### config.mk
export PLATFORM = sky130hd
export DESIGN_NAME = vmsa_queue
export DESIGN_NICKNAME = d
export VERILOG_FILES = /design/src/hw/rtl/vmsa_pkg.sv /design/src/hw/rtl/vmsa_queue.sv
export SDC_FILE = /design/constraint.sdc
export NUM_CORES = 1
export LEC_CHECK = 0
export BUFFER_PORTS_ARGS = -buffer_cell sky130_fd_sc_hd__buf_2
export CORE_AREA = 2 2 146 148
export CTS_BUF_LIST = sky130_fd_sc_hd__clkbuf_8
export DETAILED_ROUTE_END_ITERATION = 7
export DIE_AREA = 0 0 148 150
export SETUP_SLACK_MARGIN = 0.2
export SLEW_MARGIN = 40
export SYNTH_ARGS = -nofsm -noshare
export SYNTH_HDL_FRONTEND = slang
export SYNTH_SLANG_ARGS = --single-unit
export TNS_END_PERCENT = 100
### constraint.sdc
create_clock -name clock -period 4.1 [get_ports clock]
set_input_delay 0.205 -clock clock [delete_from_list [all_inputs] [get_ports clock]]
set_output_delay 0.205 -clock clock [all_outputs]
set_load 0.01 [all_outputs]
### src/hw/rtl/vmsa_pkg.sv
// shared constants, types and state encodings of the von mises stress aggregator
package vmsa_pkg;

   localparam int FRAC_BITS    = 16;
   localparam int MAX_EXPONENT = 16;

   localparam int STRESS_W = 32;
   localparam int NUM_COMP = 6;
   localparam int MAG_W    = STRESS_W + 1;
   localparam int SQ_W     = 2 * MAG_W;
   localparam int TOT_W    = 68;
   localparam int HALF_W   = TOT_W - 1;
   localparam int RAD_W    = 70;
   localparam int ROOT_W   = RAD_W / 2;
   localparam int SREM_W   = ROOT_W + 3;
   localparam int REF_W    = 32;
   localparam int DVD_W    = ROOT_W + FRAC_BITS;
   localparam int EXP_W    = 5;
   localparam int VAL_W    = 64;
   localparam int PROD_W   = 2 * VAL_W;
   localparam int HALF_MUL = VAL_W / 2;
   localparam int EQ_W     = 36;
   localparam int WGT_W    = 32;
   localparam int LAYOUT_W = 2;
   localparam int CSR_IDX_W = 2;
   localparam int CSR_DAT_W = 32;

   localparam logic [LAYOUT_W-1:0] LAYOUT_PLANE_STRESS = 2'd0;
   localparam logic [LAYOUT_W-1:0] LAYOUT_PLANE_STRAIN = 2'd1;
   localparam logic [LAYOUT_W-1:0] LAYOUT_SOLID        = 2'd2;

   localparam logic [CSR_IDX_W-1:0] CSR_LAYOUT   = 2'd0;
   localparam logic [CSR_IDX_W-1:0] CSR_REF      = 2'd1;
   localparam logic [CSR_IDX_W-1:0] CSR_EXPONENT = 2'd2;

   localparam logic [VAL_W-1:0] POS_LIMIT = {1'b0, {(VAL_W-1){1'b1}}};
   localparam logic [VAL_W-1:0] NEG_LIMIT = {1'b1, {(VAL_W-1){1'b0}}};

   typedef struct packed {
      logic [LAYOUT_W-1:0] layout;
      logic [REF_W-1:0]    ref_stress;
      logic [EXP_W-1:0]    exponent;
   } vmsa_cfg_type;

   typedef struct packed {
      logic [HALF_W-1:0] half_total;
      logic [WGT_W-1:0]  weight;
      logic              restart;
   } vmsa_work_type;

   typedef struct packed {
      logic push;
      logic pop;
   } vmsa_q_ctrl_type;

   typedef enum logic [1:0] {
      F_IDLE,
      F_SQ,
      F_PUSH
   } vmsa_front_state_type;

   typedef enum logic [3:0] {
      B_IDLE,
      B_SQRT,
      B_DIV,
      B_NORM,
      B_POW_SET,
      B_POW_MUL,
      B_POW_CHK,
      B_WGT_SET,
      B_WGT_MUL,
      B_WGT_CHK,
      B_ACC
   } vmsa_back_state_type;

endpackage

### src/hw/rtl/vmsa_queue.sv
// two-entry queue between front and back parts
module vmsa_queue
   import vmsa_pkg::*;
(
   input  logic            clock,
   input  logic            reset,
   input  vmsa_q_ctrl_type ctrl,
   input  vmsa_work_type   wr_data,
   output vmsa_work_type   rd_data,
   output logic            full,
   output logic            empty
);

   vmsa_work_type mem_ff [2];
   logic       wr_ptr_ff, wr_ptr_in;
   logic       rd_ptr_ff, rd_ptr_in;
   logic [1:0] cnt_ff, cnt_in;

   assign full    = (cnt_ff == 2'd2);
   assign empty   = (cnt_ff == 2'd0);
   assign rd_data = mem_ff[rd_ptr_ff];

   always_comb begin
      wr_ptr_in = wr_ptr_ff ^ ctrl.push;
      rd_ptr_in = rd_ptr_ff ^ ctrl.pop;
      cnt_in    = cnt_ff + 2'(ctrl.push) - 2'(ctrl.pop);
   end

   always_ff @(posedge clock) begin
      if (reset) begin
         wr_ptr_ff <= 1'b0;
         rd_ptr_ff <= 1'b0;
         cnt_ff    <= 2'd0;
      end else begin
         wr_ptr_ff <= wr_ptr_in;
         rd_ptr_ff <= rd_ptr_in;
         cnt_ff    <= cnt_in;
      end
      if (ctrl.push) mem_ff[wr_ptr_ff] <= wr_data;
   end

`ifndef NO_ASSERTIONS
   a_no_overflow: assert property (@(posedge clock) disable iff (reset)
      !(ctrl.push && full)) else $error("push into full queue");
   a_no_underflow: assert property (@(posedge clock) disable iff (reset)
      !(ctrl.pop && empty)) else $error("pop from empty queue");
   a_count_range: assert property (@(posedge clock) disable iff (reset)
      cnt_ff != 2'd3) else $error("queue count out of range");
   a_ptr_track: assert property (@(posedge clock) disable iff (reset)
      (cnt_ff == 2'd0 || cnt_ff == 2'd2) |-> (wr_ptr_ff == rd_ptr_ff))
      else $error("queue pointers disagree with count");
`endif

endmodule

# After elaboration in Yosys (flattened, before gate mapping)
# Memories as Yosys holds them, arrays and structs flattened. A register that Yosys moved wholly into a read port is not among the register bits.
# Cells that the tools add are included.
# totals
output_inout_bits	102
ram_bits	200
n_memories	1
elab_cells	13
register_bits	4
# classes
eq_ne	1
reduce_logical	1
n_addsub	2
bitwise_logic	2
mux	3
# mem_list
memory	words	word_bits	rd	rd_clocked_by_memory_dff	write_ports	line_no	text
mem_ff	2	100	1	1	1	vmsa_queue.sv:14	vmsa_work_type mem_ff [2];
# ops
op	n
1-bit 2-to-1 mux	3
2-bit by 1-bit adder with 2-bit output	1
2-bit == test, second input constant	1
2-bit logical NOT	1
2-bit by 1-bit subtractor with 2-bit output	1
1-bit XOR	2

# Logic depth before layout (Yosys ltp)
# depth
depth_word	2
depth_mapped	6
mapped_depth_nobuf	6

# Least setup slack after synthesis
# No wires, ideal clock.
# synth_path
path_kind	register -> register
startpoint	register wr_ptr_ff
endpoint	memory mem_ff[0][0] (netlist name), enable pin
path_buffers	0
path_stages_with_launch	3
path_slack_ns	0.926
t_arrival_ns	2.703
setup_time_ns	0.471
cell_sequence	dfxtp_1 > inv_1 > ha_1
# synth_lines
item	line_no	text
start, declared	vmsa_queue.sv:15	logic wr_ptr_ff, wr_ptr_in;
start signal, assigned	vmsa_queue.sv:35	wr_ptr_ff <= wr_ptr_in;
end, declared	vmsa_queue.sv:14	
# No word-level cell before the write port.

==> impl_results.md <==
- Status: complete, no violations
- CP delay by family, top: flip-flops
- Syn Inst Count: 330
- 1st-iter DRT viols: between 150 and 200
- Fin crit share: 0.6157
- CP required: around 3900 ps
- Synth cell types: 13
- Clock Skews: about 15 ps
- CTS tree: built
- Die Wd: about 150 um
- Yosys reg bits: just over 200
- # fillers: between 1500 and 2000
- Via count: ~4300
- Detail Route Antenna Nets: 0
- Gr usage total: 0.1329
- Hold crit path type: primary input to register
- Num CTS Buffers: 35
- Leakage: 4.368 nW
- Commonest non-fill, non-tap cell in the layout: buf_2
- Post-synthesis sequential area ratio: 0.7737
- Yosys top cell by area: edfxtp_1
- Root Driver: clkbuf_8
- Critical Path AT: between 2000 and 2500 ps
- Post-synth top area share: 0.7635
- Clock sink count: slightly above 200
- Multi-input logic area: between 1500 and 2000 sq um
- First drt pass iteration count: 4
- Die ar.: 22200 sq um
- CTS resizes: 0
- Max incr delay on CP: between 700 and 800 ps
- Synth-to-layout area growth: 37.84%
- Worst-path cell chain: buf_4, mux2_4, buf_2
- H-tree depth: 2
- CP max stage cell: dfxtp_4
- Number of nets in the layout: 780
- Avg WL per Cell: between 15 and 20 um
- Vias/cell: 4.394
- Vias in the first global route: between 4000 and 5000
- Initial core utilization: 0.3802
- Worst slew margin: 0.6218
- Most area-consuming cells after synthesis: edfxtp_1 76%, mux2_4 17%, buf_12 2.3%, mux2_2 1.4%, dfxtp_1 1.0%
- Setup crit end kind: primary output
- Hold slack final: 80.04 ps
- # rows: between 50 and 60
- Unrepaired setup endpoints after global routing: false
- RD Place Congestion: around 0.70
- Worst Path Max Fanout: 32
- Clock buffer depth: 3
- Ant. Diodes: 0
- Worst Path Buf+Inv: 2
- Slew Viols, Final: 0
- Slew @ Worst Pin: approximately 570 ps
- Hpwl dp: between 9000 and 10000 um
- YS warnings: 0
- Cell Area, Synth: roughly 7900 sq um
- Setup Viol. Count Final: 0
- Later-pin clock latency in the skew report: about 500 ps
- Port Buffers: roughly 210
- Die height: 150 um
- Core area: a little over 20000 sq um
- Tmin final: about 2500 ps
- Area occupied by registers: roughly 6000 sq um
- Mapped Nets: around 440
- Setup crit start kind: register
- Final WL: approximately 15000 um
- Share of cells above drive strength 1: 0.5158
- Largest net degree at the start of global routing: 43
- Pwr per Cell Area: ~440 nW/um^2
- Max cap viols: 0
- Setup TNS: 0 ps
- Total gr overflow: 0
- FMAX: 396.1 MHz
- First-pass GRT wire length: between 20000 and 25000 um
- Initial antenna violation count: 0
- Drt drc: 0
- I/O Pins: about 210
- Syn avg cell area: approximately 24 sq um
- Commonest cells after routing, fill and taps aside: 205 x buf_2, 200 x edfxtp_1, 102 x dlygate4sd3_1
- Clk pin slew, worst setup/hold paths: around 60 ps
- Total Power: about 4.8 mW
- Hold Fails Final Rpt: 0
- Peak supply drop: approximately 280 uV
- Critical path type: register to primary output
registers in the layout (all words and copies together) (netlist names):
name	cells
wr_ptr_ff	1
cnt_ff	2
mem_ff	200
rd_ptr_ff	1
layout make-up:
cell class,instances,share of cell area
Inverter,3,0.001039
Timing Repair Buffer,316,0.1996
Clock inverter,21,0.007847
Sequential cell,204,0.5616
Clock buffer,40,0.05077
Multi-Input combinational cell,112,0.1474
Tap cell,275,0.03173
stage by stage:
step / utilization / setup WS, ps / area, sq um / instances
floorplan: - / 925.8 / 7866 / 330
global placement: 0.4411 / 2062 / 9126 / 805
detailed placement: 0.4440 / 2062 / 9186 / 808
CTS: 0.5241 / 1488 / 10840 / 971
global route: 0.5241 / 1430 / 10840 / 971
finish: 0.5241 / 1576 / 10840 / 971
per-layer routing:
metal / global-route usage / routed length, um
met2: 0.2354 / 7843
met1: 0.1481 / 6043
met4: 0.05810 / 377
met5: 0 / 0
met3: 0.04024 / 959
cells by family after synthesis:
group         count (synthesis)  synth area share
buf+inv                      14           0.02640
xor+xnor                      2          0.003976
mux                         100            0.1861
flops                       204            0.7737
fa+ha+maj                     4          0.006363
simple gates                  6          0.003498
final timing paths:
| path | from | endpoint | slack (ps) | cells past startpoint |
|---|---|---|---|---|
| min | ctrl[1] | wr_ptr_ff | 80 | 3 |
| max | rd_ptr_ff | rd_data[83] | 1580 | 3 |
| min reg2reg | wr_ptr_ff | wr_ptr_ff | 630 | 3 |
| max reg2reg | rd_ptr_ff | rd_ptr_ff | 2480 | 3 |
tightest hold or removal path: stages:
cell and delay, ps:
buf_2 150, ha_4 140, nor2_1 30
synth_stat cells:
cell type,number
nor2b_1,2
nor2_1,4
buf_6,1
edfxtp_1,200
mux2_2,10
mux2_4,90
dfxtp_1,4
xnor2_1,1
inv_1,3
buf_2,1
buf_12,9
ha_1,4
xnor3_1,1
where the power goes:
group,switching [mW],internal [mW]
clock,0.746,0.886
sequential,0.0479,2.44
combinational,0.291,0.375
repair_timing:
action,4_1_cts,5_1_grt
buffers inserted,0,0
hold endpoints to repair,204,0
hold buffers,102,0
Power figures use the tool's default switching activity.
