[src/hw/rtl/vmsa_pkg.sv]
// shared constants, types and state encodings of the von mises stress aggregator
package vmsa_pkg;

   localparam int FRAC_BITS    = 16;
   localparam int MAX_EXPONENT = 16;

   localparam int STRESS_W = 32;
   localparam int NUM_COMP = 6;
   localparam int MAG_W    = STRESS_W + 1;
   localparam int SQ_W     = 2 * MAG_W;
   localparam int TOT_W    = 68;
   localparam int HALF_W   = TOT_W - 1;
   localparam int RAD_W    = 70;
   localparam int ROOT_W   = RAD_W / 2;
   localparam int SREM_W   = ROOT_W + 3;
   localparam int REF_W    = 32;
   localparam int DVD_W    = ROOT_W + FRAC_BITS;
   localparam int EXP_W    = 5;
   localparam int VAL_W    = 64;
   localparam int PROD_W   = 2 * VAL_W;
   localparam int HALF_MUL = VAL_W / 2;
   localparam int EQ_W     = 36;
   localparam int WGT_W    = 32;
   localparam int LAYOUT_W = 2;
   localparam int CSR_IDX_W = 2;
   localparam int CSR_DAT_W = 32;

   localparam logic [LAYOUT_W-1:0] LAYOUT_PLANE_STRESS = 2'd0;
   localparam logic [LAYOUT_W-1:0] LAYOUT_PLANE_STRAIN = 2'd1;
   localparam logic [LAYOUT_W-1:0] LAYOUT_SOLID        = 2'd2;

   localparam logic [CSR_IDX_W-1:0] CSR_LAYOUT   = 2'd0;
   localparam logic [CSR_IDX_W-1:0] CSR_REF      = 2'd1;
   localparam logic [CSR_IDX_W-1:0] CSR_EXPONENT = 2'd2;

   localparam logic [VAL_W-1:0] POS_LIMIT = {1'b0, {(VAL_W-1){1'b1}}};
   localparam logic [VAL_W-1:0] NEG_LIMIT = {1'b1, {(VAL_W-1){1'b0}}};

   typedef struct packed {
      logic [LAYOUT_W-1:0] layout;
      logic [REF_W-1:0]    ref_stress;
      logic [EXP_W-1:0]    exponent;
   } vmsa_cfg_type;

   typedef struct packed {
      logic [HALF_W-1:0] half_total;
      logic [WGT_W-1:0]  weight;
      logic              restart;
   } vmsa_work_type;

   typedef struct packed {
      logic push;
      logic pop;
   } vmsa_q_ctrl_type;

   typedef enum logic [1:0] {
      F_IDLE,
      F_SQ,
      F_PUSH
   } vmsa_front_state_type;

   typedef enum logic [3:0] {
      B_IDLE,
      B_SQRT,
      B_DIV,
      B_NORM,
      B_POW_SET,
      B_POW_MUL,
      B_POW_CHK,
      B_WGT_SET,
      B_WGT_MUL,
      B_WGT_CHK,
      B_ACC
   } vmsa_back_state_type;

endpackage

[src/hw/rtl/vmsa_front.sv]
// front part: accepts a point, squares the stress differences and forms (N + 6T) / 2
module vmsa_front
   import vmsa_pkg::*;
(
   input  logic                                clock,
   input  logic                                reset,
   input  logic                                req_tvalid,
   output logic                                req_tready,
   input  logic [NUM_COMP-1:0][STRESS_W-1:0]   stress,
   input  logic [WGT_W-1:0]                    weight,
   input  logic                                restart,
   input  logic [LAYOUT_W-1:0]                 layout,
   input  logic                                q_full,
   output logic                                q_push,
   output vmsa_work_type                       work
);

   vmsa_front_state_type state_ff, state_in;
   logic [NUM_COMP-1:0][MAG_W-1:0] mag_ff, mag_in;
   logic [SQ_W-1:0]   sq_ff, sq_in;
   logic [TOT_W-1:0]  acc_ff, acc_in;
   logic [2:0]        cnt_ff, cnt_in;
   logic [WGT_W-1:0]  weight_ff, weight_in;
   logic              restart_ff, restart_in;
   logic              accept;
   logic [TOT_W-1:0]  sq_ext;
   logic [TOT_W-1:0]  sq_add;

   function automatic logic [MAG_W-1:0] abs_diff(input logic [STRESS_W-1:0] a,
                                                 input logic [STRESS_W-1:0] b);
      logic [MAG_W-1:0] d;
      d = {a[STRESS_W-1], a} - {b[STRESS_W-1], b};
      return d[MAG_W-1] ? (~d + MAG_W'(1)) : d;
   endfunction

   assign accept = req_tvalid && req_tready;

   always_comb begin
      state_in = state_ff;
      case (state_ff)
         F_IDLE: if (req_tvalid) state_in = F_SQ;
         F_SQ:   if (cnt_ff == 3'd6) state_in = F_PUSH;
         F_PUSH: if (!q_full) state_in = F_IDLE;
         default: state_in = F_IDLE;
      endcase
   end

   always_comb begin
      req_tready = 1'b0;
      q_push     = 1'b0;
      case (state_ff)
         F_IDLE:  req_tready = 1'b1;
         F_PUSH:  q_push = !q_full;
         default: ;
      endcase
   end

   // squares of entries 3..5 are shears and count six times
   assign sq_ext = TOT_W'(sq_ff);
   assign sq_add = (cnt_ff >= 3'd4) ? ((sq_ext << 2) + (sq_ext << 1)) : sq_ext;

   always_comb begin
      mag_in     = mag_ff;
      sq_in      = sq_ff;
      acc_in     = acc_ff;
      cnt_in     = cnt_ff;
      weight_in  = weight_ff;
      restart_in = restart_ff;
      if (accept) begin
         weight_in  = weight;
         restart_in = restart;
         cnt_in     = 3'd0;
         acc_in     = '0;
         case (layout)
            LAYOUT_PLANE_STRESS: begin
               mag_in[0] = abs_diff(stress[0], stress[1]);
               mag_in[1] = abs_diff(stress[1], '0);
               mag_in[2] = abs_diff(stress[0], '0);
               mag_in[3] = abs_diff(stress[2], '0);
               mag_in[4] = '0;
               mag_in[5] = '0;
            end
            LAYOUT_PLANE_STRAIN: begin
               mag_in[0] = abs_diff(stress[0], stress[1]);
               mag_in[1] = abs_diff(stress[1], stress[2]);
               mag_in[2] = abs_diff(stress[2], stress[0]);
               mag_in[3] = abs_diff(stress[3], '0);
               mag_in[4] = '0;
               mag_in[5] = '0;
            end
            default: begin
               mag_in[0] = abs_diff(stress[0], stress[1]);
               mag_in[1] = abs_diff(stress[1], stress[2]);
               mag_in[2] = abs_diff(stress[2], stress[0]);
               mag_in[3] = abs_diff(stress[3], '0);
               mag_in[4] = abs_diff(stress[4], '0);
               mag_in[5] = abs_diff(stress[5], '0);
            end
         endcase
      end else if (state_ff == F_SQ) begin
         if (cnt_ff != 3'd6) begin
            sq_in = mag_ff[0] * mag_ff[0];
            for (int i = 0; i < NUM_COMP - 1; i++) begin
               mag_in[i] = mag_ff[i+1];
            end
            mag_in[NUM_COMP-1] = '0;
         end
         if (cnt_ff != 3'd0) acc_in = acc_ff + sq_add;
         cnt_in = cnt_ff + 3'd1;
      end
   end

   always_ff @(posedge clock) begin
      if (reset) begin
         state_ff <= F_IDLE;
      end else begin
         state_ff <= state_in;
      end
      mag_ff     <= mag_in;
      sq_ff      <= sq_in;
      acc_ff     <= acc_in;
      cnt_ff     <= cnt_in;
      weight_ff  <= weight_in;
      restart_ff <= restart_in;
   end

   assign work.half_total = acc_ff[TOT_W-1:1];
   assign work.weight     = weight_ff;
   assign work.restart    = restart_ff;

endmodule

[config.mk]
export PLATFORM = sky130hd
export DESIGN_NAME = vmsa_front
export DESIGN_NICKNAME = d
export VERILOG_FILES = /design/src/hw/rtl/vmsa_pkg.sv /design/src/hw/rtl/vmsa_front.sv
export SDC_FILE = /design/constraint.sdc
export NUM_CORES = 2
export LEC_CHECK = 0
export ABC_AREA = 1
export BUFFER_PORTS_ARGS = -buffer_cell sky130_fd_sc_hd__buf_2
export CAP_MARGIN = 5
export CORE_ASPECT_RATIO = 0.8
export CORE_MARGIN = 2
export CORE_UTILIZATION = 50
export DETAILED_ROUTE_END_ITERATION = 8
export PLACE_DENSITY_LB_ADDON = 0.1
export SLEW_MARGIN = 0
export SYNTH_ARGS = -nofsm -noshare
export SYNTH_HDL_FRONTEND = slang
export SYNTH_SLANG_ARGS = --single-unit
[constraint.sdc]
create_clock -name clock -period 8.95 [get_ports clock]
set_clock_uncertainty 0.05 [all_clocks]
set_input_delay 0.4475 -clock clock [delete_from_list [all_inputs] [get_ports clock]]
set_output_delay 0.4475 -clock clock [all_outputs]
set_load 0.02 [all_outputs]
After elaboration in Yosys (flattened, before gate mapping)
Index checks and enable logic that the tools add are counted.
{"block": "totals", "inputBits": 231, "ff_bits": 370}
{"block": "classes", "eq_ne": 8, "n_reduce_logical": 11, "addsub": 15, "n_mux": 20, "magnitude_cmp": 1, "mul": 1, "n_bitwise": 10}
{"op": "198-bit two-way mux", "n": 3}
{"op": "198-bit case mux with 2 select lines", "n": 1}
{"op": "33-bit by 1-bit adder with 33-bit output, second input constant", "n": 9}
{"op": "33-bit two-way mux", "n": 9}
{"op": "33-bit inverter", "n": 9}
{"op": "32-bit by 32-bit subtractor with 33-bit output", "n": 3}
{"op": "68-bit by 67-bit adder with 68-bit output", "n": 1}
{"op": "68-bit adder", "n": 1}
{"op": "68-bit two-way mux", "n": 1}
{"op": "33-bit by 33-bit multiplier with 66-bit output", "n": 1}
{"op": "2-bit two-way mux", "n": 3}
{"op": "2-bit != test, second input constant", "n": 3}
{"op": "2-bit case mux with 3 select lines", "n": 1}
{"op": "3-bit AND reduction", "n": 2}
{"op": "2-bit by 1-bit == test with 1-bit output, second input constant", "n": 2}
{"op": "2-bit logical NOT", "n": 2}
{"op": "2-bit AND reduction", "n": 2}
{"op": "2-bit nonzero test", "n": 2}
{"op": "3-bit by 1-bit adder with 3-bit output, second input constant", "n": 1}
{"op": "3-bit == test, second input constant", "n": 1}
{"op": "3-bit >= comparator, second input constant", "n": 1}
{"op": "3-bit != test, second input constant", "n": 1}
{"op": "3-bit nonzero test", "n": 1}
{"op": "2-bit == test, second input constant", "n": 1}
{"op": "other kinds (4)", "n": 5}

Longest topological paths before layout
{"block": "logic_depth", "depth_word": 6, "mapped_depth": 35}

Least setup slack after synthesis
No wires, ideal clock.
{"block": "synth_timing", "kind": "register to register", "from": "reg cnt_ff[0]", "to": "reg mag_ff[0] (netlist bit) (enable)", "stages_incl_launch_ff": 8, "period_less_slack_ns": 8.549, "required_time_ns": 8.333, "arrival_ns": 7.932, "slack_ns": 0.401, "cell_sequence": "dfxtp_1 inv_1 ha_1 nand2_1 inv_1 nor2_1 inv_1 nand2_1"}
{"block": "synth_via", "elab_chain_cells": 3}
{"item": "start: declaration", "line_no": "vmsa_front.sv:22", "rtl": "logic [2:0] cnt_ff, cnt_in;"}
{"item": "start signal: assignment", "line_no": "vmsa_front.sv:122", "rtl": "cnt_ff <= cnt_in;"}
{"item": "3-bit != test", "line_no": "vmsa_front.sv:101", "rtl": "if (cnt_ff != 3'd6) begin"}
{"item": "2-bit nonzero test (no line)"}
{"item": "2-bit AND reduction (no line)"}
{"item": "end signal: assignment", "line_no": "vmsa_front.sv:119", "rtl": "mag_ff <= mag_in;"}
{"item": "end: declaration", "line_no": "vmsa_front.sv:19", "rtl": "logic [NUM_COMP-1:0][MAG_W-1:0] mag_ff, mag_in;"}
No other way between the ends.
A chain may end at the register's enable or synchronous reset.

Final worst setup path
{"block": "layout_timing", "from": "reg mag_ff[6] (netlist bit)", "to": "reg sq_ff[59], data pin"}
{"block": "layout_via", "elab_chain_cells": 1}
{"item": "33-bit by 33-bit multiplier with 66-bit output", "line_no": "vmsa_front.sv:102", "rtl": "sq_in = mag_ff[0] * mag_ff[0];"}
{"item": "end signal: assignment", "line_no": "vmsa_front.sv:120", "rtl": "sq_ff <= sq_in;"}
{"item": "end: declaration", "line_no": "vmsa_front.sv:20", "rtl": "logic [SQ_W-1:0] sq_ff, sq_in;"}
No other way between the ends.

==> out/results.env <==
STATUS='finished, violations left'
FAILED_CHECKS='capacitance limit, slew limit'
EFFECTIVE_UTILIZATION_AT_FLOORPLAN=0.505
PERIOD_SHARE=0.950
TOTAL_OF_FLIP_FLOPS_PLUS_LATCHES_AFTER_SYNTHESIS=369
CORE-AREA_SQ_UM=141000
CLOCK_INSERTION_DELAY_WORST_SKEW_NS=0.67
CTS_BUFFER_DEPTH=3
GRT_OVERFLOW=0
GP_CONGESTION=1.04
SYNTH.TOP_CELLS.BY_AREA='fa_1 (24%), inv_1 (13%), edfxtp_1 (12%), nand2_1 (12%), ha_1 (8.9%)'
TIMING.FINAL.HOLD_VIOLATIONS=0
DRC_ERRORS=0
PIN_COUNT_OF_THE_BIGGEST_NET_ENTERING_GLOBAL_ROUTING=105
POSTSYNTHCELLCOUNT=10270
SYN_NETS=11873
FINALNETCOUNT=12074
GRT_ANTENNA_BEFORE_REPAIR=13
ARRIVAL_NS=8.87
HP-CLASS='primary input to register'
MIN-DELAY-START='stress[188]'
TOTAL_STANDARD_CELL_AREA_AFTER_SYNTHESIS_SQ_UM=71300
FP.DIEW_UM=426
SETUP.WORST_PATH.END='sq_ff[59]'
CTS_TREE='built'
SYNTH-EDFF-COUNT=296
FINAL_MAX_SLEW_VIOL_COUNT=7
GRT_FIRST_PASS_WIRELENGTH_MM=393
SYNTH_TOP_FLOP_CELL='edfxtp_1'
DRIVE_ABOVE_1_SHARE=0.0639
LIBRARY_CELL_WITH_THE_LARGEST_SUMMED_AREA_AFTER_SYNTHESIS='fa_1'
AREA.GROWTH.SYNTH_TO_FINAL_PCT=7.48
FIN_WS_NS=0.445
SYNTH_CELL_TYPES=67
CTS_ROOT_BUFFER='clkbuf_16'
RR_WORST_DEPTH=25
YOSYSSEQAREASHARE=0.145
DP_CELLS=12251
CTS.SINKS=369
DETAILEDPLACE.WORSTSLACK_NS=0.389
PATH_CLK_SLEW_NS=0.06
WORST_R2R_ENDPOINT='sq_ff[59]'
GRT_PASS1_VIAS=65436
LAYOUT.CELL_AREA.NON_FILLER_SQ_UM=76600
SYNTH_WARNINGS=0
DETAILEDROUTE.FIRSTITERATIONVIOLATIONS=7008
CRITICAL_PATH.STARTPOINT='mag_ff[6]'
WORST_R2R_STARTPOINT='mag_ff[6]'
FINAL-INSTANCE-COUNT-EXCL-FILL=12393
PLACE.PORT_BUFFERS=332
IO_PINS=333
CRITICAL_PATH_MAXIMUM_FANOUT=18
GRT_UTIL_OVERALL=0.353
DP_HPWL_MM=218
SYNTHTOPCELLSBYCOUNT='inv_1 (2482), nand2_1 (2298), nor2_1 (951)'
POST-ROUTE-MIN-PERIOD_NS=8.51
ANT_NETS=0
WORST_EP_REQUIRED_NS=9.32
SLEW_HEADROOM=-0.00557
WORST_SETUP_PATH_END_KIND='register'
DR_TOTAL_VIAS=67389
CTS.HTREE.LEVELS=2
POST_DRT_WL_PER_CELL_UM=20.9
SYNTH_MOST_COMMON_CELL='inv_1'
MAX_SLEW.WORST_PIN.SLEW_NS=1.50
POSTROUTEWIRELENGTH_MM=259
FINAL_SETUP_VIOLATION_COUNT=0
POSTSYNTH.ASYNCRESETSHARE=0
VIA_PER_INST=5.44
TIMING.SETUP.TNS_NS=0
NUMCTSBUFFERS=48
FLOORPLAN.DIE_AREA_SQ_UM=146000
PLACED_CELL_AREA_SQ_UM=74600
SYN_AVG_CELL_AREA_SQ_UM=6.94
PATH_CLASS='register to register'
ROWS=123
MAXCAPVIOLATIONS=1
CHIPHEIGHT_UM=342
SYNTH_TOP_AREA_FRAC=0.243
REG2REG_SLACK_NS=0.44
CRITICAL_PATH.STARTPOINT_TYPE='register'
MAXCLOCKFREQUENCY_GHz=0.118
UNREPAIRED_SETUP_ENDPOINTS_AFTER_GLOBAL_ROUTING='false'
FIRST_PASS_ITERS=8
## what timing repair did
item | CTS | global route
hold buffers | 35 | 0
endpoints found under the setup margin | 0 | 4
gates resized for setup | 0 | 1
buffers inserted | 0 | 10
endpoints found under the hold margin | 35 | 0
## routing by layer
| metal | wire length [um] | vias to the layer above | global-route usage |
|---|---|---|---|
| li1 | - | 31965 | - |
| met1 | 116000 | 32055 | 0.516 |
| met2 | 110000 | 2980 | 0.534 |
| met3 | 23400 | 379 | 0.0576 |
| met4 | 9360 | 10 | 0.109 |
| met5 | 54 | - | 0 |
## layout by cell type, fill, tap and decap left out, types with 33 or more instances in the layout
master / netlist / final
inv_1: 2482 / 2481
nand2_1: 2298 / 2296
nor2_1: 951 / 948
fa_1: 864 / 864
a21oi_1: 560 / 559
nand3_1: 559 / 559
ha_1: 508 / 508
o21ai_0: 483 / 483
buf_2: 10 / 332
edfxtp_1: 296 / 296
xor2_1: 112 / 112
buf_4: 74 / 105
nor3_1: 104 / 104
a31oi_1: 85 / 85
dfxtp_1: 73 / 72
nand4_1: 63 / 63
xnor2_1: 50 / 50
clkbuf_16: 0 / 50
a21o_1: 39 / 39
dlygate4sd3_1: 0 / 35
o21bai_1: 34 / 34
nor4_1: 34 / 33
## critical path, cell delays in order (launching register included)
cell and delay, ns:
edfxtp_1 1.06, buf_4 0.39, nand2_1 0.07, inv_1 0.13
fa_1 0.45, fa_1 0.44, fa_1 0.57, inv_1 0.05
fa_1 0.52, inv_1 0.07, fa_1 0.48, fa_1 0.51
fa_1 0.50, inv_1 0.05, fa_1 0.47, inv_1 0.04
ha_1 0.33, nand2_1 0.11, o21ai_0 0.37, a21oi_1 0.12
o21ai_0 0.63, nand2_1 0.21, nand3_1 0.23, a21o_1 0.18
a21oi_1 0.08, xnor2_1 0.13
## worst min-delay path by stage
| stage | endpoint | slack (ns) | cells after the start |
|---|---|---|---|
| final | mag_ff[193] | 0.06 | 2 |
| after global routing | mag_ff[193] | 0.08 | 2 |
| after CTS | mag_ff[193] | 0.01 | 2 |
| after detailed placement | cnt_ff[1] | 0.45 | 2 |
| after global placement | cnt_ff[1] | 0.44 | 2 |
| after floorplan | sq_ff[0] | 0.37 | 0 |
## cells by family (layout without fill, tap and decap cells)
group                      after synthesis  count (layout)  synth area share
and+or+nand+nor                       4184            4184             0.244
buffers and inverters                 2824            3063             0.153
adders and majority gates             1372            1372             0.332
AOI/OAI and AO/OA                     1346            1346             0.103
DFF                                    369             369             0.145
xor gates and xnor gates               164             164            0.0205
muxes                                    9               9           0.00126
other                                    2              11          0.000105
## registers in the layout, summed over array words and instances, names as in the netlist
name        count
weight_ff      32
sq_ff          65
acc_ff         68
state_ff        2
cnt_ff          3
restart_ff      1
mag_ff        198
## stage by stage
stage / util / hold slack (ns)
final: 0.543 / 0.0601
after global routing: 0.543 / 0.0757
after CTS: 0.542 / 0.0143
after detailed placement: 0.528 / 0.449
after global placement: 0.528 / 0.436
after floorplan: - / 0.374
## cell type report
type | count | area [sq um]
Antenna cell | 9 | 22.5
Clock buffer | 60 | 1330
Clock inverter | 28 | 285
Fill cell | 14185 | 64500
Inverter | 2501 | 9400
Multi-Input combinational cell | 7077 | 50100
Sequential cell | 369 | 10400
Tap cell | 1875 | 2350
Timing Repair Buffer | 474 | 2830
Power is left out: the tool's default activity adds up to more than one toggle a clock period on the data nets, which glitch-free logic cannot reach.
