===== src/hw/rtl/vmsa_pkg.sv =====
// shared constants, types and state encodings of the von mises stress aggregator
package vmsa_pkg;

   localparam int FRAC_BITS    = 16;
   localparam int MAX_EXPONENT = 16;

   localparam int STRESS_W = 32;
   localparam int NUM_COMP = 6;
   localparam int MAG_W    = STRESS_W + 1;
   localparam int SQ_W     = 2 * MAG_W;
   localparam int TOT_W    = 68;
   localparam int HALF_W   = TOT_W - 1;
   localparam int RAD_W    = 70;
   localparam int ROOT_W   = RAD_W / 2;
   localparam int SREM_W   = ROOT_W + 3;
   localparam int REF_W    = 32;
   localparam int DVD_W    = ROOT_W + FRAC_BITS;
   localparam int EXP_W    = 5;
   localparam int VAL_W    = 64;
   localparam int PROD_W   = 2 * VAL_W;
   localparam int HALF_MUL = VAL_W / 2;
   localparam int EQ_W     = 36;
   localparam int WGT_W    = 32;
   localparam int LAYOUT_W = 2;
   localparam int CSR_IDX_W = 2;
   localparam int CSR_DAT_W = 32;

   localparam logic [LAYOUT_W-1:0] LAYOUT_PLANE_STRESS = 2'd0;
   localparam logic [LAYOUT_W-1:0] LAYOUT_PLANE_STRAIN = 2'd1;
   localparam logic [LAYOUT_W-1:0] LAYOUT_SOLID        = 2'd2;

   localparam logic [CSR_IDX_W-1:0] CSR_LAYOUT   = 2'd0;
   localparam logic [CSR_IDX_W-1:0] CSR_REF      = 2'd1;
   localparam logic [CSR_IDX_W-1:0] CSR_EXPONENT = 2'd2;

   localparam logic [VAL_W-1:0] POS_LIMIT = {1'b0, {(VAL_W-1){1'b1}}};
   localparam logic [VAL_W-1:0] NEG_LIMIT = {1'b1, {(VAL_W-1){1'b0}}};

   typedef struct packed {
      logic [LAYOUT_W-1:0] layout;
      logic [REF_W-1:0]    ref_stress;
      logic [EXP_W-1:0]    exponent;
   } vmsa_cfg_type;

   typedef struct packed {
      logic [HALF_W-1:0] half_total;
      logic [WGT_W-1:0]  weight;
      logic              restart;
   } vmsa_work_type;

   typedef struct packed {
      logic push;
      logic pop;
   } vmsa_q_ctrl_type;

   typedef enum logic [1:0] {
      F_IDLE,
      F_SQ,
      F_PUSH
   } vmsa_front_state_type;

   typedef enum logic [3:0] {
      B_IDLE,
      B_SQRT,
      B_DIV,
      B_NORM,
      B_POW_SET,
      B_POW_MUL,
      B_POW_CHK,
      B_WGT_SET,
      B_WGT_MUL,
      B_WGT_CHK,
      B_ACC
   } vmsa_back_state_type;

endpackage


===== src/hw/rtl/vmsa_back.sv =====
// back part: square root, normalizing divide, power, weighting and the running sum
module vmsa_back
   import vmsa_pkg::*;
(
   input  logic                 clock,
   input  logic                 reset,
   input  vmsa_cfg_type         cfg,
   input  logic                 q_empty,
   input  vmsa_work_type        q_data,
   output logic                 q_pop,
   output logic                 rsp_tvalid,
   input  logic                 rsp_tready,
   output logic [EQ_W-1:0]      equivalent_stress,
   output logic [VAL_W-1:0]     point_value,
   output logic [VAL_W-1:0]     running_sum,
   output logic                 saturated
);

   localparam logic [DVD_W-1:0] ONE_Q = DVD_W'(1) << FRAC_BITS;
   localparam logic [VAL_W-1:0] ONE_P = VAL_W'(1) << FRAC_BITS;
   localparam logic [EXP_W-1:0] EXP_CAP = EXP_W'(MAX_EXPONENT);

   vmsa_back_state_type state_ff, state_in;
   vmsa_work_type       item_ff, item_in;
   logic [RAD_W-1:0]    rad_ff, rad_in;
   logic [SREM_W-1:0]   srem_ff, srem_in;
   logic [ROOT_W-1:0]   root_ff, root_in;
   logic [5:0]          cnt_ff, cnt_in;
   logic [DVD_W-1:0]    dvd_ff, dvd_in;
   logic [REF_W-1:0]    drem_ff, drem_in;
   logic [DVD_W-1:0]    xmag_ff, xmag_in;
   logic                neg_ff, neg_in;
   logic [EXP_W-1:0]    exp_ff, exp_in;
   logic [EXP_W-1:0]    pcnt_ff, pcnt_in;
   logic [VAL_W-1:0]    pm_ff, pm_in;
   logic [VAL_W-1:0]    pv_ff, pv_in;
   logic                pvneg_ff, pvneg_in;
   logic [VAL_W-1:0]    term_ff, term_in;
   logic                sat_ff, sat_in;
   logic [VAL_W-1:0]    accum_ff, accum_in;
   logic [VAL_W-1:0]    ma_ff, ma_in;
   logic [VAL_W-1:0]    mb_ff, mb_in;
   logic [2:0]          mcnt_ff, mcnt_in;
   logic [VAL_W-1:0]    pp_ff, pp_in;
   logic [1:0]          psh_ff, psh_in;
   logic [PROD_W-1:0]   macc_ff, macc_in;
   logic                rv_ff, rv_in;
   logic [EQ_W-1:0]     req_ff, req_in;
   logic [VAL_W-1:0]    rpv_ff, rpv_in;
   logic [VAL_W-1:0]    rsum_ff, rsum_in;
   logic                rsat_ff, rsat_in;

   logic out_free;
   logic load_out;
   logic mul_active;

   logic [SREM_W-1:0]    s_part, s_trial;
   logic [REF_W:0]       d_part, d_ref, d_diff;
   logic                 d_bit;
   logic                 below;
   logic [EXP_W-1:0]     exp_cap;
   logic [HALF_MUL-1:0]  a_part, b_part;
   logic [PROD_W-1:0]    pp_shift;
   logic [PROD_W-FRAC_BITS-VAL_W-1:0] prod_hi;
   logic [VAL_W-1:0]     prod_lo;
   logic [VAL_W-1:0]     lim_pow, lim_wgt;
   logic                 over;
   logic [VAL_W-1:0]     pv_calc, base, sum;

   assign out_free   = !rv_ff || rsp_tready;
   assign mul_active = (state_ff == B_POW_MUL) || (state_ff == B_WGT_MUL);

   always_comb begin
      state_in = state_ff;
      case (state_ff)
         B_IDLE:    if (!q_empty) state_in = B_SQRT;
         B_SQRT:    if (cnt_ff == 6'(ROOT_W - 1)) state_in = B_DIV;
         B_DIV:     if (cnt_ff == 6'(DVD_W - 1)) state_in = B_NORM;
         B_NORM:    state_in = B_POW_SET;
         B_POW_SET: state_in = (pcnt_ff == exp_ff) ? B_WGT_SET : B_POW_MUL;
         B_POW_MUL: if (mcnt_ff == 3'd4) state_in = B_POW_CHK;
         B_POW_CHK: state_in = over ? B_WGT_SET : B_POW_SET;
         B_WGT_SET: state_in = B_WGT_MUL;
         B_WGT_MUL: if (mcnt_ff == 3'd4) state_in = B_WGT_CHK;
         B_WGT_CHK: state_in = B_ACC;
         B_ACC:     if (out_free) state_in = B_IDLE;
         default:   state_in = B_IDLE;
      endcase
   end

   always_comb begin
      q_pop    = 1'b0;
      load_out = 1'b0;
      case (state_ff)
         B_IDLE:  q_pop = !q_empty;
         B_ACC:   load_out = out_free;
         default: ;
      endcase
   end

   // restoring square root, two radicand bits a step
   assign s_part  = {srem_ff[SREM_W-3:0], rad_ff[RAD_W-1:RAD_W-2]};
   assign s_trial = {1'b0, root_ff, 2'b01};

   // restoring divide, one quotient bit a step; a zero reference counts as one
   assign d_ref  = (cfg.ref_stress == '0) ? (REF_W+1)'(1) : {1'b0, cfg.ref_stress};
   assign d_part = {drem_ff, dvd_ff[DVD_W-1]};
   assign d_diff = d_part - d_ref;
   assign d_bit  = (d_part >= d_ref);

   assign below   = (dvd_ff < ONE_Q);
   assign exp_cap = (cfg.exponent > EXP_CAP) ? EXP_CAP : cfg.exponent;

   // 64x64 product from four 32x32 partial products
   assign a_part = mcnt_ff[1] ? ma_ff[VAL_W-1:HALF_MUL] : ma_ff[HALF_MUL-1:0];
   assign b_part = mcnt_ff[0] ? mb_ff[VAL_W-1:HALF_MUL] : mb_ff[HALF_MUL-1:0];

   always_comb begin
      case (psh_ff)
         2'd0:    pp_shift = PROD_W'(pp_ff);
         2'd1:    pp_shift = PROD_W'(pp_ff) << HALF_MUL;
         default: pp_shift = PROD_W'(pp_ff) << VAL_W;
      endcase
   end

   assign prod_hi = macc_ff[PROD_W-1:FRAC_BITS+VAL_W];
   assign prod_lo = macc_ff[FRAC_BITS+VAL_W-1:FRAC_BITS];
   assign lim_pow = neg_ff ? NEG_LIMIT : POS_LIMIT;
   assign lim_wgt = pvneg_ff ? NEG_LIMIT : POS_LIMIT;
   assign over    = (prod_hi != '0) ||
                    (prod_lo > ((state_ff == B_WGT_CHK) ? lim_wgt : lim_pow));

   assign pv_calc = neg_ff ? (~pm_ff + VAL_W'(1)) : pm_ff;
   assign base    = item_ff.restart ? '0 : accum_ff;
   assign sum     = base + term_ff;

   always_comb begin
      item_in  = item_ff;
      rad_in   = rad_ff;
      srem_in  = srem_ff;
      root_in  = root_ff;
      cnt_in   = cnt_ff;
      dvd_in   = dvd_ff;
      drem_in  = drem_ff;
      xmag_in  = xmag_ff;
      neg_in   = neg_ff;
      exp_in   = exp_ff;
      pcnt_in  = pcnt_ff;
      pm_in    = pm_ff;
      pv_in    = pv_ff;
      pvneg_in = pvneg_ff;
      term_in  = term_ff;
      sat_in   = sat_ff;
      accum_in = accum_ff;
      ma_in    = ma_ff;
      mb_in    = mb_ff;
      mcnt_in  = mcnt_ff;
      pp_in    = pp_ff;
      psh_in   = psh_ff;
      macc_in  = macc_ff;
      rv_in    = rv_ff && !rsp_tready;
      req_in   = req_ff;
      rpv_in   = rpv_ff;
      rsum_in  = rsum_ff;
      rsat_in  = rsat_ff;

      if (mul_active) begin
         if (mcnt_ff != 3'd4) begin
            pp_in  = a_part * b_part;
            psh_in = 2'(mcnt_ff[1]) + 2'(mcnt_ff[0]);
         end
         if (mcnt_ff != 3'd0) macc_in = macc_ff + pp_shift;
         mcnt_in = mcnt_ff + 3'd1;
      end

      case (state_ff)
         B_IDLE: begin
            if (!q_empty) begin
               item_in = q_data;
               rad_in  = RAD_W'(q_data.half_total);
               srem_in = '0;
               root_in = '0;
               cnt_in  = '0;
            end
         end
         B_SQRT: begin
            rad_in = rad_ff << 2;
            if (s_part >= s_trial) begin
               srem_in = s_part - s_trial;
               root_in = {root_ff[ROOT_W-2:0], 1'b1};
            end else begin
               srem_in = s_part;
               root_in = {root_ff[ROOT_W-2:0], 1'b0};
            end
            cnt_in  = cnt_ff + 6'd1;
            dvd_in  = {root_in, {FRAC_BITS{1'b0}}};
            drem_in = '0;
            if (cnt_ff == 6'(ROOT_W - 1)) cnt_in = '0;
         end
         B_DIV: begin
            drem_in = d_bit ? d_diff[REF_W-1:0] : d_part[REF_W-1:0];
            dvd_in  = {dvd_ff[DVD_W-2:0], d_bit};
            cnt_in  = cnt_ff + 6'd1;
         end
         B_NORM: begin
            xmag_in = below ? (ONE_Q - dvd_ff) : (dvd_ff - ONE_Q);
            neg_in  = below && exp_cap[0];
            exp_in  = exp_cap;
            pcnt_in = '0;
            pm_in   = ONE_P;
            sat_in  = 1'b0;
         end
         B_POW_SET: begin
            ma_in   = pm_ff;
            mb_in   = VAL_W'(xmag_ff);
            mcnt_in = '0;
            macc_in = '0;
         end
         B_POW_CHK: begin
            if (over) begin
               pm_in  = lim_pow;
               sat_in = 1'b1;
            end else begin
               pm_in   = prod_lo;
               pcnt_in = pcnt_ff + EXP_W'(1);
            end
         end
         B_WGT_SET: begin
            pv_in    = pv_calc;
            pvneg_in = pv_calc[VAL_W-1];
            ma_in    = pv_calc[VAL_W-1] ? (~pv_calc + VAL_W'(1)) : pv_calc;
            mb_in    = VAL_W'(item_ff.weight);
            mcnt_in  = '0;
            macc_in  = '0;
         end
         B_WGT_CHK: begin
            if (over) begin
               term_in = pvneg_ff ? NEG_LIMIT : POS_LIMIT;
               sat_in  = 1'b1;
            end else begin
               term_in = pvneg_ff ? (~prod_lo + VAL_W'(1)) : prod_lo;
            end
         end
         B_ACC: begin
            if (load_out) begin
               rv_in   = 1'b1;
               req_in  = EQ_W'(root_ff);
               rpv_in  = pv_ff;
               // same-sign operands whose sum flips sign overflowed
               if ((base[VAL_W-1] == term_ff[VAL_W-1]) &&
                   (sum[VAL_W-1] != base[VAL_W-1])) begin
                  accum_in = base[VAL_W-1] ? NEG_LIMIT : POS_LIMIT;
                  rsat_in  = 1'b1;
               end else begin
                  accum_in = sum;
                  rsat_in  = sat_ff;
               end
               rsum_in = accum_in;
            end
         end
         default: ;
      endcase
   end

   always_ff @(posedge clock) begin
      if (reset) begin
         state_ff <= B_IDLE;
         accum_ff <= '0;
         rv_ff    <= 1'b0;
      end else begin
         state_ff <= state_in;
         accum_ff <= accum_in;
         rv_ff    <= rv_in;
      end
      item_ff  <= item_in;
      rad_ff   <= rad_in;
      srem_ff  <= srem_in;
      root_ff  <= root_in;
      cnt_ff   <= cnt_in;
      dvd_ff   <= dvd_in;
      drem_ff  <= drem_in;
      xmag_ff  <= xmag_in;
      neg_ff   <= neg_in;
      exp_ff   <= exp_in;
      pcnt_ff  <= pcnt_in;
      pm_ff    <= pm_in;
      pv_ff    <= pv_in;
      pvneg_ff <= pvneg_in;
      term_ff  <= term_in;
      sat_ff   <= sat_in;
      ma_ff    <= ma_in;
      mb_ff    <= mb_in;
      mcnt_ff  <= mcnt_in;
      pp_ff    <= pp_in;
      psh_ff   <= psh_in;
      macc_ff  <= macc_in;
      req_ff   <= req_in;
      rpv_ff   <= rpv_in;
      rsum_ff  <= rsum_in;
      rsat_ff  <= rsat_in;
   end

   assign rsp_tvalid        = rv_ff;
   assign equivalent_stress = req_ff;
   assign point_value       = rpv_ff;
   assign running_sum       = rsum_ff;
   assign saturated         = rsat_ff;

`ifndef NO_ASSERTIONS
   a_pow_count: assert property (@(posedge clock) disable iff (reset)
      (state_ff == B_POW_SET) |-> (pcnt_ff <= exp_ff))
      else $error("power loop ran past exponent");
   a_mul_count: assert property (@(posedge clock) disable iff (reset)
      mul_active |-> (mcnt_ff <= 3'd4)) else $error("multiply step out of range");
   a_pop_only_idle: assert property (@(posedge clock) disable iff (reset)
      q_pop |-> (state_ff == B_IDLE)) else $error("pop while busy");
`endif

endmodule


===== config.mk =====
export PLATFORM = sky130hd
export DESIGN_NAME = vmsa_back
export DESIGN_NICKNAME = d
export VERILOG_FILES = /design/src/hw/rtl/vmsa_pkg.sv /design/src/hw/rtl/vmsa_back.sv
export SDC_FILE = /design/constraint.sdc
export NUM_CORES = 2
export LEC_CHECK = 0
export CAP_MARGIN = 20
export CORE_MARGIN = 2
export CORE_UTILIZATION = 40
export CTS_CLUSTER_DIAMETER = 30
export DETAILED_ROUTE_END_ITERATION = 10
export DONT_BUFFER_PORTS = 1
export GPL_ROUTABILITY_DRIVEN = 0
export PLACE_DENSITY = 0.6
export SLEW_MARGIN = 20
export SYNTH_ARGS = -nofsm -noshare
export SYNTH_HDL_FRONTEND = slang
export SYNTH_SLANG_ARGS = --single-unit
export TNS_END_PERCENT = 10

===== constraint.sdc =====
create_clock -name clock -period 10.6 [get_ports clock]
set_input_delay 1.59 -clock clock [delete_from_list [all_inputs] [get_ports clock]]
set_output_delay 1.59 -clock clock [all_outputs]
set_load 0.1 [all_outputs]

=== Word level (Yosys, flattened, before mapping) ===
Cells that the tools add are included.

* Add/sub/neg operators: 13
* $mul: 1
* Div/mod/pow operators: 0
* Magnitude comparators: 5
* Equality and inequality tests: 26
* Shift operators: 0
* Multiplexer cells: 51
* Bitwise operators: 4
* Reduce and logical (&&, ||, !) cells: 31

{| class="wikitable"
|+ Operator list
! cell !! number
|-
| 64-bit 2-to-1 mux || 11
|-
| 64-bit one-hot mux with 2 select lines || 3
|-
| 128-bit one-hot mux with 2 select lines || 1
|-
| 64-bit by 1-bit adder with 64-bit output (second input constant) || 3
|-
| 64-bit inverter || 3
|-
| 70-bit one-hot mux with 2 select lines || 1
|-
| 128-bit adder || 1
|-
| 32-bit 2-to-1 mux || 4
|-
| 51-bit one-hot mux with 2 select lines || 1
|-
| 36-bit 2-to-1 mux || 2
|-
| 36-bit one-hot mux with 2 select lines || 1
|-
| 70-bit 2-to-1 mux || 1
|-
| 35-bit one-hot mux with 2 select lines || 1
|-
| 64-bit adder || 1
|-
| 64-bit greater-than comparator || 1
|-
| 32-bit by 32-bit multiplier with 64-bit output || 1
|-
| 32-bit one-hot mux with 2 select lines || 1
|-
| 51-bit by 17-bit less-than comparator with 1-bit output (second input constant) || 1
|-
| 51-bit 2-to-1 mux || 1
|-
| 17-bit by 51-bit subtractor with 51-bit output (first input constant) || 1
|-
| 51-bit by 17-bit subtractor with 51-bit output (second input constant) || 1
|-
| 48-bit nonzero test || 1
|-
| 4-bit one-hot mux with 11 select lines || 1
|-
| 38-bit by 37-bit >= comparator with 1-bit output || 1
|-
| 42 further kinds || 87
|}

* Flip-flop bits (word level): 1077
* Bits in latches: 0
* Memory bits (writable): 0
* ROM bits: 0
* Word-level logic and storage cells: 162
* Memories kept: 0

=== Logic depth before layout (Yosys ltp) ===
* Depth after elaboration: 7
* Mapped depth: 34
* Gate-level depth less buffers: 30

=== Worst setup path after synthesis ===
Ideal clock, no wire load.

* Path kind: input to register
* Start point: input port q_empty
* End point: register rad_ff[0] (enable)
* Setup time: 0.441 ns
* Data arrival time: 9.913 ns
* Data required time: 10.159 ns
* Path slack: 0.246 ns
* Stages: 2
* Buffers on the path: 0
* Cell sequence: nor4_1 > or2_2

* Longest elaborated chain between the ends: 2

{| class="wikitable"
|+ Ends and longest elaborated chain
! item !! line !! RTL
|-
| from (decl) || vmsa_back.sv:8 || <nowiki>input logic q_empty,</nowiki>
|-
| 2-bit != test (no source line) || n/a ||
|-
| 2-bit AND reduction (no source line) || n/a ||
|-
| to (signal assigned) || vmsa_back.sv:276 || <nowiki>rad_ff <= rad_in;</nowiki>
|-
| to (decl) || vmsa_back.sv:25 || <nowiki>logic [RAD_W-1:0] rad_ff, rad_in;</nowiki>
|}

Every way passes these cells.
A chain may end at the register's enable or synchronous reset.

=== Worst setup path after layout ===
* Start point: register mcnt_ff[0]
* End point: register pp_ff[61] (data pin)

* Longest elaborated chain between the ends: 2

{| class="wikitable"
|+ Ends and longest elaborated chain
! item !! line !! RTL
|-
| from (decl) || vmsa_back.sv:43 || <nowiki>logic [2:0] mcnt_ff, mcnt_in;</nowiki>
|-
| from (signal assigned) || vmsa_back.sv:293 || <nowiki>mcnt_ff <= mcnt_in;</nowiki>
|-
| 32-bit 2-to-1 mux || vmsa_back.sv:116 || <nowiki>assign b_part = mcnt_ff[0] ? mb_ff[VAL_W-1:HALF_MUL] : mb_ff[HALF_MUL-1:0];</nowiki>
|-
| 32-bit by 32-bit multiplier with 64-bit output || vmsa_back.sv:169 || <nowiki>pp_in = a_part * b_part;</nowiki>
|-
| to (signal assigned) || vmsa_back.sv:294 || <nowiki>pp_ff <= pp_in;</nowiki>
|-
| to (decl) || vmsa_back.sv:44 || <nowiki>logic [VAL_W-1:0] pp_ff, pp_in;</nowiki>
|}

Every way passes these cells.

==> qor_table.md <==
| Result | Value | Unit |
| --- | --- | --- |
| Leading cell type in the layout, fill and taps excluded | nand2_1 | - |
| Largest registers | macc_ff: 128 flops, rad_ff: 70 flops | - |
| Avg Inst Size Synth | 9.174 | µm² |
| Worst hold path class | reg2reg | - |
| Post-synthesis instance total | 10,480 | - |
| Max FFs per register | 128 | - |
| Least-Margin Pin Slew | 1.305 | ns |
| Number of failing setup endpoints in the final timing report | 0 | - |
| Worst Setup Start Kind | register | - |
| Status | finished clean | - |
| # clock sinks | 1,063 | - |
| Setup repair after global routing missed its margin | false | - |
| Largest register by flop count | macc_ff | - |
| Floorplan core area | 238,500 | µm² |
| End-of-flow core utilization | 0.4526 | - |
| Clock Latency Late Sink | 0.88 | ns |
| Die area | 244,300 | µm² |
| Initial antenna violation count | 23 | - |
| Drt initial violations | 7,907 | - |
| Clock root buffer master | clkbuf_16 | - |
| TritonRoute pass-1 iters | 8 | - |
| Average wire per standard cell | 23.12 | µm |
| Count of buffers inserted at the top-level ports | 0 | - |
| Commonest register cell after synthesis | edfxtp_1 | - |
| Setup total negative slack | 0 | ns |
| Yosys warning total | 0 | - |
| Buf+Inv Stages, Crit Path | 8 | - |
| Number of rows created at floorplan | 179 | - |
| Count of unresolved DRC violations after routing | 0 | - |
| Hold_buf cts | 0 | - |
| Clock tree buffer depth | 3 | - |
| Final layout net count | 11,990 | - |
| Worst clock skew | 0.07116 | ns |
| Global-route wire length before repair | 477.5 | mm |
| Sort of element at the end of the critical path | register | - |
| Portion of the post-synthesis area used by sequential elements | 0.3112 | - |
| Post-DP Area | 99,990 | µm² |
| Total area of multi-input combinational cells | 60,160 | µm² |
| Global route overflow | 0 | - |
| FFs w/ async S/R, synth | 0 | - |
| Dpl hpwl | 242.9 | mm |
| Maxcap violations | 0 | - |
| Via count normalized by instance count | 5.723 | - |
| Final std cells w/o fill | 13,730 | - |
| Maximum clock rate | 101.2 | MHz |
| Maximum number of pins on one net before global-route repair | 163 | - |
| Die boundary width | 494.3 | µm |
| Number of enable flip-flop cells after synthesis | 863 | - |
| CP top delay family | adder cells | - |
| Finished Cell Area | 108,000 | µm² |
| Fraction of final layout cells with drive strength greater than 1 | 0.07741 | - |
| Post-CTS Setup Repair Bufs | 0 | - |
| Clock transition time at the flip-flop clock pins of the worst setup and hold paths | 0.05 | ns |
| Share of the clock period used by the worst path | 0.9324 | - |
| Normalized max-slew margin | 0.1231 | - |
| Starting Density | 0.4031 | - |
| Pins Over Slew Limit | 0 | - |
| Sequential Area | 29,920 | µm² |
| Inst Count DP | 13,290 | - |
| Synthesized netlist net count | 12,120 | - |
| Vias | 78,570 | - |
| Total of flip-flops plus latches after synthesis | 1,063 | - |
| Vias in the first global route | 77,430 | - |
| Arrival time of data at the critical path endpoint | 10.47 | ns |
| Post-synthesis cell type count | 99 | - |
| Longest individual stage delay on the worst path | 0.96 | ns |
| Fill cell instance count of the final layout | 22,690 | - |
| GRT Total Usage | 0.2564 | - |
| Die Span Y | 494.3 | µm |
| Post-Syn Area | 96,140 | µm² |
| CP required | 11.19 | ns |
| Top-level I/O count | 310 | - |
| Number of nets still failing antenna checks after routing | 0 | - |
| Maximum fanout count along the critical path | 25 | - |
| Number of buffers created by CTS | 224 | - |
| CP most frequent cell | fa_1 | - |
| Signed area change from the synthesized netlist to the final layout | 12.29 | % |
| Wirelength, routed | 317.4 | mm |
| Commonest non-fill, non-tap cells in the layout | nand2_1, nor2_1, inv_1 | - |
| Clock tree from TritonCTS | done | - |
| CTS H-tree lvls | 4 | - |
| Cts repair resizes | 0 | - |
| Slowest cell on the critical path | dfxtp_2 | - |
| Min cycle time layout | 9.884 | ns |
| Final hold vios | 0 | - |
| Crit Path Category | reg2reg | - |
logic make-up after synthesis:
group,after synthesis,share of synthesized area
flip-flops,1063,0.3112
AND/OR/NAND/NOR,3623,0.1670
multiplexers,197,0.02137
buffers and inverters,1705,0.06696
XOR/XNOR,445,0.04062
AO/OA/AOI/OAI,1949,0.1278
adder cells (fa/ha/maj),1497,0.2650
other,1,0.00003901
final timing paths:
path / startpoint / end / slack (ns) / cells past startpoint
setup / recovery: mcnt_ff[0]$_SDFFE_PP0P_ / pp_ff[61]$_DFFE_PP_ / 0.72 / 30
setup reg to reg: mcnt_ff[0]$_SDFFE_PP0P_ / pp_ff[61]$_DFFE_PP_ / 0.72 / 30
hold / removal: pv_ff[52]$_DFFE_PP_ / point_value[52]$_DFFE_PP_ / 0.41 / 0
hold reg to reg: pv_ff[52]$_DFFE_PP_ / point_value[52]$_DFFE_PP_ / 0.41 / 0
worst reg2reg max path: cells and delay by family (launching register included):
| kind | cells | cell delay, ns |
|---|---|---|
| compound gates | 10 | 2.23 |
| xor+xnor | 1 | 0.08 |
| fa+ha+maj | 9 | 4.18 |
| buf+inv | 8 | 1.32 |
| flops | 1 | 0.96 |
| mux | 1 | 0.78 |
| simple gates | 1 | 0.10 |
metal layers:
metal | global-route usage | vias up | wire, µm | share of wire
met2 | 0.3786 | 3881 | 135000 | 0.43
met3 | 0.06302 | 796 | 33020 | 0.10
met5 | 0 | - | 171 | 0.00054
li1 | - | 35210 | - | -
met4 | 0.1173 | 26 | 16580 | 0.052
met1 | 0.3540 | 38660 | 132600 | 0.42
cell type report:
cell class,count,area share
antenna,7,0.0001623
clock buffer,248,0.05359
clock inverter,180,0.01988
inverter,1146,0.04002
multi-input combinational,7712,0.5573
sequential,1063,0.2772
tap,3167,0.03671
timing repair buffer,205,0.01517
cell usage after synthesis, drive strengths merged, types with 110 or more instances:
cell type     n  area, µm²
nand2      1450       5443
inv        1143       4290
nor2       1141       4283
fa          899      18000
edfxtp      863      25910
a21oi       607       3038
ha          597       7470
clkbuf      516       1939
o21ai       455       2277
xnor2       275       2416
a21o        236       1772
dfxtp       200       4004
xor2        170       1489
nand3       149      745.7
nor3        140      705.7
mux2i       131       1311
nor2b       131      819.5
nand4       121      763.2
and2        110      688.2
through the flow:
step                setup slack, ns  hold WS, ns
detailed placement           0.8358       0.4045
global route                 0.3862       0.4196
CTS                          0.8474       0.4117
floorplan                    0.2458       0.4003
global placement             0.8940       0.4066
finish                       0.7165       0.4126
Power is left out: the tool's default activity adds up to more than one toggle a clock period on the data nets, which glitch-free logic cannot reach.
